===== src/rtl/core/mips_subset_instruction_executor_top_assert.svh =====
// Assertion macros for the MIPS subset executor.
`ifndef MIPS_SUBSET_INSTRUCTION_EXECUTOR_TOP_ASSERT_SVH
`define MIPS_SUBSET_INSTRUCTION_EXECUTOR_TOP_ASSERT_SVH

`ifndef SYNTH
`define MSE_ASSERT(label, prop) \
  label: assert property (@(posedge clk_i) disable iff (!rst_ni) prop) \
    else $error("property violated");
`define MSE_NEVER(label, cond) \
  label: assert property (@(posedge clk_i) disable iff (!rst_ni) !(cond)) \
    else $error("forbidden condition seen");
`else
`define MSE_ASSERT(label, prop)
`define MSE_NEVER(label, cond)
`endif

`endif


===== src/rtl/core/mse_pkg.sv =====
// Types, constants and codes shared by the MIPS subset executor.
package mse_pkg;

  localparam int DATA_WORDS = 1024;
  localparam int DW_AW      = $clog2(DATA_WORDS);
  localparam int NUM_REGS   = 32;
  localparam int REG_AW     = $clog2(NUM_REGS);
  localparam int CFG_AW     = 4;

  localparam logic [31:0] TEXT_START_RST = 32'h0040_0000;
  localparam logic [20:0] INST_COUNT_RST = 21'd0;
  localparam logic [31:0] DATA_BASE_RST  = 32'h1000_0000;

  localparam logic [1:0] REG_TEXT_START = 2'd0;
  localparam logic [1:0] REG_INST_COUNT = 2'd1;
  localparam logic [1:0] REG_DATA_BASE  = 2'd2;

  localparam logic [1:0] STATUS_OK       = 2'd0;
  localparam logic [1:0] STATUS_UNKNOWN  = 2'd1;
  localparam logic [1:0] STATUS_BAD_ADDR = 2'd2;

  localparam logic [5:0] OP_SPECIAL = 6'h00;
  localparam logic [5:0] OP_J       = 6'h02;
  localparam logic [5:0] OP_JAL     = 6'h03;
  localparam logic [5:0] OP_BEQ     = 6'h04;
  localparam logic [5:0] OP_BNE     = 6'h05;
  localparam logic [5:0] OP_ADDIU   = 6'h09;
  localparam logic [5:0] OP_SLTIU   = 6'h0b;
  localparam logic [5:0] OP_ANDI    = 6'h0c;
  localparam logic [5:0] OP_ORI     = 6'h0d;
  localparam logic [5:0] OP_LUI     = 6'h0f;
  localparam logic [5:0] OP_LW      = 6'h23;
  localparam logic [5:0] OP_SW      = 6'h2b;

  localparam logic [5:0] FN_SLL  = 6'h00;
  localparam logic [5:0] FN_SRL  = 6'h02;
  localparam logic [5:0] FN_JR   = 6'h08;
  localparam logic [5:0] FN_ADDU = 6'h21;
  localparam logic [5:0] FN_SUBU = 6'h23;
  localparam logic [5:0] FN_AND  = 6'h24;
  localparam logic [5:0] FN_OR   = 6'h25;
  localparam logic [5:0] FN_NOR  = 6'h27;
  localparam logic [5:0] FN_SLTU = 6'h2b;

  localparam logic [3:0]  JMP_REGION_BITS = 4'hF;
  localparam logic [REG_AW-1:0] LINK_REG  = REG_AW'(31);

  typedef struct packed {
    logic        kind;
    logic [31:0] instr_word;
    logic [9:0]  preload_index;
    logic [31:0] preload_value;
  } in_word_t;

  typedef struct packed {
    logic [31:0] next_pc;
    logic        halted;
    logic [1:0]  status;
    logic        reg_written;
    logic [4:0]  dest_reg;
    logic [31:0] dest_value;
  } out_word_t;

  typedef struct packed {
    logic [31:0]       npc;
    logic              run_next;
    logic [1:0]        status;
    logic              wr;
    logic [REG_AW-1:0] dreg;
    logic [31:0]       dval;
    logic              is_lw;
    logic              mem_we;
    logic [DW_AW-1:0]  mem_idx;
    logic [31:0]       mem_wdata;
  } exec_res_t;

endpackage


===== src/rtl/core/mse_regfile.sv =====
// Register file with registered read ports, write bypass and operand update.
module mse_regfile (
  input  logic                      clk_i,
  input  logic                      rst_ni,
  input  logic                      load_i,
  input  logic [mse_pkg::REG_AW-1:0] raddr_a_i,
  input  logic [mse_pkg::REG_AW-1:0] raddr_b_i,
  input  logic                      we_i,
  input  logic [mse_pkg::REG_AW-1:0] waddr_i,
  input  logic [31:0]               wdata_i,
  output logic [31:0]               rdata_a_o,
  output logic [31:0]               rdata_b_o
);

  logic [31:0]                mem_q [mse_pkg::NUM_REGS];
  logic [mse_pkg::NUM_REGS-1:0] valid_q;
  logic [mse_pkg::REG_AW-1:0] ra_q;
  logic [mse_pkg::REG_AW-1:0] rb_q;
  logic [31:0]                rdata_a_q;
  logic [31:0]                rdata_b_q;

  always_ff @(posedge clk_i or negedge rst_ni) begin
    if (!rst_ni) begin
      valid_q <= '0;
    end else if (we_i) begin
      valid_q[waddr_i] <= 1'b1;
    end
  end

  always_ff @(posedge clk_i) begin
    if (we_i) begin
      mem_q[waddr_i] <= wdata_i;
    end
  end

  always_ff @(posedge clk_i) begin
    if (load_i) begin
      ra_q <= raddr_a_i;
      rb_q <= raddr_b_i;
      if (we_i && (waddr_i == raddr_a_i)) begin
        rdata_a_q <= wdata_i;
      end else if (valid_q[raddr_a_i]) begin
        rdata_a_q <= mem_q[raddr_a_i];
      end else begin
        rdata_a_q <= '0;
      end
      if (we_i && (waddr_i == raddr_b_i)) begin
        rdata_b_q <= wdata_i;
      end else if (valid_q[raddr_b_i]) begin
        rdata_b_q <= mem_q[raddr_b_i];
      end else begin
        rdata_b_q <= '0;
      end
    end else begin
      if (we_i && (waddr_i == ra_q)) begin
        rdata_a_q <= wdata_i;
      end
      if (we_i && (waddr_i == rb_q)) begin
        rdata_b_q <= wdata_i;
      end
    end
  end

  assign rdata_a_o = rdata_a_q;
  assign rdata_b_o = rdata_b_q;

endmodule


===== config.mk =====
export PLATFORM = sky130hd
export DESIGN_NAME = mse_regfile
export DESIGN_NICKNAME = d
export VERILOG_FILES = /design/src/rtl/core/mips_subset_instruction_executor_top_assert.svh /design/src/rtl/core/mse_pkg.sv /design/src/rtl/core/mse_regfile.sv
export SDC_FILE = /design/constraint.sdc
export NUM_CORES = 1
export LEC_CHECK = 0
export BUFFER_PORTS_ARGS = -buffer_cell sky130_fd_sc_hd__buf_2
export CORE_ASPECT_RATIO = 0.8
export CORE_MARGIN = 5
export CORE_UTILIZATION = 40
export DETAILED_ROUTE_END_ITERATION = 7
export SKIP_LAST_GASP = 1
export SYNTH_ARGS = -nofsm -noshare
export SYNTH_HDL_FRONTEND = slang
export SYNTH_SLANG_ARGS = --single-unit

===== constraint.sdc =====
create_clock -name clk_i -period 5.8 [get_ports clk_i]
set_clock_uncertainty 0.15 [all_clocks]
set_input_delay 0.58 -clock clk_i [delete_from_list [all_inputs] [get_ports clk_i]]
set_output_delay 0.58 -clock clk_i [all_outputs]
set_load 0.02 [all_outputs]

Yosys cells after proc, flatten, opt, wreduce, memory -nomap -nowiden:

Memories as Yosys holds them, arrays and structs flattened.
Cells that the tools add are included.

* bits of input ports: 51
* ROM bits: 0
* memory bits (writable): 1024
* flip-flop bits (word level): 106
* latch bits: 0
* memories kept: 1

* reduce and logical (&&, ||, !) cells: 7
* $mul: 0
* $add $sub $neg: 0
* bitwise logic cells: 1
* equal/unequal tests: 4
* mux-type cells: 16
* $lt $le $gt $ge: 4
* shift-type cells: 0
* div/mod/pow operators: 0

Memories
* mem_q: depth 32, width 32, read ports 2, clocked after memory_dff 0, wr ports 1, RTL line mse_regfile.sv:15 `logic [31:0] mem_q [mse_pkg::NUM_REGS];`

Operators with widths (number)
* 32-bit two-way mux: 8
* 32-bit OR: 1
* 5-bit == test: 4
* 5-bit by 6-bit less-than comparator with 1-bit output, second input constant: 3
* 1-bit binary-select mux with 5-bit select: 2
* 1-bit demux with 5-bit select: 1
* 5-bit by 1-bit greater-or-equal comparator with 1-bit output, second input constant: 1
* 1-bit logical AND: 5
* 1-bit two-way mux: 5
* 2-bit nonzero test: 2

Logic depth before layout (Yosys ltp):

* word-level depth: 5
* gate-level depth with buffers: 11

Worst setup path after synthesis:

OpenSTA, ideal clock, no wires.

* kind: input port to flip-flop
* start point: in waddr_i[1] (netlist name)
* end point: reg rdata_a_q[0] (netlist: rdata_a_o[0]), enable pin
* path slack: 1781 ps
* library setup time: 466 ps
* data required time: 5184 ps
* arrival: 3403 ps
* stages on the path: 4
* cell sequence: clkbuf_1 xnor2_1 nand4_1 o21ai_0

* word-level cells in the longest chain between the ends: 3

Ends and longest elaborated chain
* start, declared: RTL line mse_regfile.sv:9 `input logic [mse_pkg::REG_AW-1:0] waddr_i,`
* 5-bit == test: RTL line mse_regfile.sv:55 `if (we_i && (waddr_i == ra_q)) begin`
* 1-bit logical AND: RTL line mse_regfile.sv:55
* 2-bit nonzero test (no source line)
* end signal, assigned: RTL line mse_regfile.sv:41 `rdata_a_q <= wdata_i;`
* end signal, assigned: RTL line mse_regfile.sv:43 `rdata_a_q <= mem_q[raddr_a_i];`
* end signal, assigned: RTL line mse_regfile.sv:56 `rdata_a_q <= wdata_i;`
* end, declared: RTL line mse_regfile.sv:19 `logic [31:0] rdata_a_q;`

No other way between the ends.
A chain may end at the register's enable or synchronous reset.

Worst setup path after layout:

* start point: in raddr_b_i[1] (netlist name)
* end point: reg rdata_b_q[24] (netlist: rdata_b_o[24]), data pin

* word-level cells in the longest chain between the ends: 5
* elaborated cells between the ends (all ways): 8

Ends and longest elaborated chain
* start, declared: RTL line mse_regfile.sv:7 `input logic [mse_pkg::REG_AW-1:0] raddr_b_i,`
* 1-bit binary-select mux with 5-bit select: RTL line mse_regfile.sv:49 `end else if (valid_q[raddr_b_i]) begin`
* 1-bit two-way mux (implied by the code): RTL line mse_regfile.sv:49
* 32-bit two-way mux: RTL line mse_regfile.sv:49
* 32-bit two-way mux *: RTL line mse_regfile.sv:47 `if (we_i && (waddr_i == raddr_b_i)) begin`
* 32-bit two-way mux *: RTL line mse_regfile.sv:37 `if (load_i) begin`
* end signal, assigned: RTL line mse_regfile.sv:48 `rdata_b_q <= wdata_i;`
* end signal, assigned: RTL line mse_regfile.sv:50 `rdata_b_q <= mem_q[raddr_b_i];`
* end signal, assigned: RTL line mse_regfile.sv:59 `rdata_b_q <= wdata_i;`
* end, declared: RTL line mse_regfile.sv:20 `logic [31:0] rdata_b_q;`

Every way passes the cells marked *; elsewhere a longest branch is shown, timed or not. The select of a mux whose other input is x is not followed.

==> reports/summary.md <==
* 1098 — number of synthesized flops with an enable pin
* buf_8, inv_2, a41o_1, o21a_1, buf_4, a32o_1 — critical-path cell list
* clkbuf_16 — CTS Root Cell
* 18.7 nW — leak pwr
* 6.25 ns — required arrival time at the worst endpoint
* 114 — number of buffers created by CTS
* 137000 um^2 — DIE AREA
* 0 — # Post-CTS Setup Buffers
* 17300 um^2 — multi-input logic area
* a41o_1 — CP max-delay cell
* 19.2 um^2 — post-synthesis area per instance
* 3 — CTS H-tree depth
* 0.288 GHz — Peak Freq
* 3 — number of buffers on the longest clock path
* input pin to register — Critical Setup Path Class
* 0.820 — final weighted congestion in routability-driven placement
* 64 — largest fanout of any net on the critical path
* yes — clock tree from TritonCTS
* 175000 um — Final Routed Wirelength
* 413 um — Chip Width
* 0.165 — tightest slew margin relative to the limit
* 3.47 ns — Min Clock Period, post-route
* 30700 — vias post-DR
* met2 — global-route layer with the greatest usage
* 0 — number of slew-limit violations in the final report
* 10800 — final-layout fill cell count
* finished with violations — run status
* 54 — count of cell types in the netlist
* 0.262 mV — maximum ir drop on the vdd rail
* 0 ns — Fin Setup TNS
* register — endpoint kind of the worst setup timing path
* 1 — DRC violation count after routing
* 2.33 ns — post-route setup slack
* 2746 — synthesized net count
* edfxtp_1 — most frequently used flop master after synthesis
* 0.0646 — met3 Usage GRT
* 0.06 ns — clock transition at the registers of the reported paths
* 2695 — Post-Syn Instances
* 0.402 — initial core utilization
* 3.92 ns — arrival time of data at the critical path endpoint
* edfxtp_1 — most frequent standard cell in the layout excluding fill and tap cells
* input pin — critical path startpoint category
* 0.76 ns — clock latency reported for the late side of the worst-skew pair
* 0.651 — post-synthesis sequential area ratio
* input pin to register — class of the tightest hold or removal check
* 12.9% — post-synthesis to final-layout area growth
* 0.392 — GR Util met2
* 6.60 — average via count per standard cell
* 0.598 — final cycle utilization of the critical path
* 0 — Antenna Nets Post-Route
* 114 — Buffers on Ports
* 4679 — count of routing violations after the opening detailed-route iteration
* 24 — initial antenna violation count
* 0 — endpoints failing hold
* 33800 um^2 — area taken by flip-flops and latches
* 96 — maximum number of pins on one net before global-route repair
* 115 — I/O pin count
* 2860 — Final #Nets
* 4653 — final standard cell count with taps included and fillers excluded
* 0.253 — all-layer global routing usage
* 0 — # resized after CTS
* 0 — final setup fails
* 318 nW/um^2 — Power per Cell Area
* 0.330 — share of layout cells above drive strength 1
* 0.0283 — fraction of synthesis flops using an asynchronous set or reset pin
* design-rule violations — violations in the final reports
* 118 — placement row count
* no — unrepaired setup endpoints after global routing
* 0 — count of synthesis-stage warnings from yosys
* 1130 — #FFs+latches synth
* 51900 um^2 — post-synthesis instance area
* 332 um — die boundary height
* 1.25 ns — slew at the pin with the worst max-slew slack
* 0 — total grt overflow
* 1130 — total clock sinks
* 244000 um — global-route wire length before repair
* 129000 um^2 — Core Region
* 0 — total of max-cap violations
* edfxtp_1 (1098), mux4_2 (436), mux2i_1 (152) — most used cells in the layout excluding fill and tap cells
* 8 — Initial DRT Pass Iterations
* 31200 — vias in the first global route
* 0.345 — GR met1 Demand/Resource
* 4432 — Inst Count DP
* 1 — quantity of hold-fixing buffers added after cts
* 1.66 ns — post-placement setup slack
* 37.6 um — wire per inst
* 1.01 ns — delay of the slowest cell on the worst path
* 101000 um — post-detailed-placement half-perimeter wirelength
## worst max-delay path: cells and delay by family
family                 cells  cell delay, ns
buffers and inverters      3            1.51
AO/OA/AOI/OAI              3            1.74
## metrics by stage
| stage | power, mW | instance area, um^2 | utilization | hold slack (ns) |
|---|---|---|---|---|
| 2_1_floorplan | 10.5 | 51900 | - | 0.134 |
| 3_5_place_dp | 11.2 | 54700 | 0.423 | 0.325 |
| 3_3_place_gp | 11.1 | 54700 | 0.423 | 0.320 |
| 6_report | 18.6 | 58500 | 0.453 | 0.107 |
| 5_1_grt | 19.1 | 58500 | 0.453 | 0.107 |
| 4_1_cts | 18.7 | 58500 | 0.453 | 0.0666 |
## cell usage after synthesis, types with 22 or more instances
cell,n,share of area
mux2_2,56,0.012
a21oi_1,66,0.0064
nor2_1,62,0.0045
a221oi_1,46,0.0078
dfrtp_1,32,0.015
edfxtp_1,1098,0.64
a22oi_1,72,0.010
o21ai_0,25,0.0024
a32o_1,42,0.0081
nand3_1,59,0.0057
buf_2,73,0.0070
nand2_1,92,0.0067
clkbuf_1,92,0.0067
mux2i_1,152,0.029
mux4_1,22,0.011
or2_2,33,0.0040
mux4_2,436,0.19
## final cells by class
cell class,instances,area share
inverters,3,0.000192
clock inverters,77,0.0151
repair buffers,215,0.0253
clock buffers,133,0.0499
flip-flops and latches,1130,0.577
well taps,1740,0.0372
diodes,10,0.000427
multi-input cells,1345,0.295
## where the power goes
part / switching, mW / internal (mW) / total, mW
clock: 3.24 / 4.36 / 7.60
combinational: 1.06 / 0.671 / 1.73
sequential: 0.131 / 9.16 / 9.29
total: 4.43 / 14.2 / 18.6
## state kept, by name, summed over array words and instances (netlist names)
| name | flops |
|---|---|
| rb_q | 5 |
| valid_q | 32 |
| rdata_a_o | 32 |
| ra_q | 5 |
| rdata_b_o | 32 |
| mem_q | 1024 |
## cells by family (layout without fill, tap and decap cells)
logic type	after synthesis	after routing	share of synthesized area
AOI/OAI and AO/OA	355	355	0.0521
xor gates and xnor gates	20	20	0.00338
buffers and inverters	220	428	0.0225
DFF	1130	1130	0.651
muxes	668	668	0.243
other	0	10	0
and+or+nand+nor	302	302	0.0281
## final timing paths
check                                   startpoint                       to  slack, ns  depth (start not counted)
min                                         load_i        ra_q[0]$_DFFE_PP_       0.11                          1
max in group asynchronous                   rst_ni   valid_q[4]$_DFFE_PN0P_       4.66                          2
min reg2reg                valid_q[17]$_DFFE_PN0P_  valid_q[17]$_DFFE_PN0P_       0.35                          1
min in group asynchronous                   rst_ni  valid_q[23]$_DFFE_PN0P_       0.36                          2
max                                   raddr_b_i[1]  rdata_b_o[24]$_DFFE_PP_       2.33                          6
max reg2reg                valid_q[14]$_DFFE_PN0P_  rdata_b_o[24]$_DFFE_PP_       2.48                          6
## routing by layer
layer | wire length (um) | up-vias
met2 | 81100 | 2053
met3 | 18900 | 450
li1 | - | 11900
met4 | 7640 | 12
met5 | 82 | -
met1 | 67200 | 16300
Note: power is estimated with default switching activity, not from simulation.
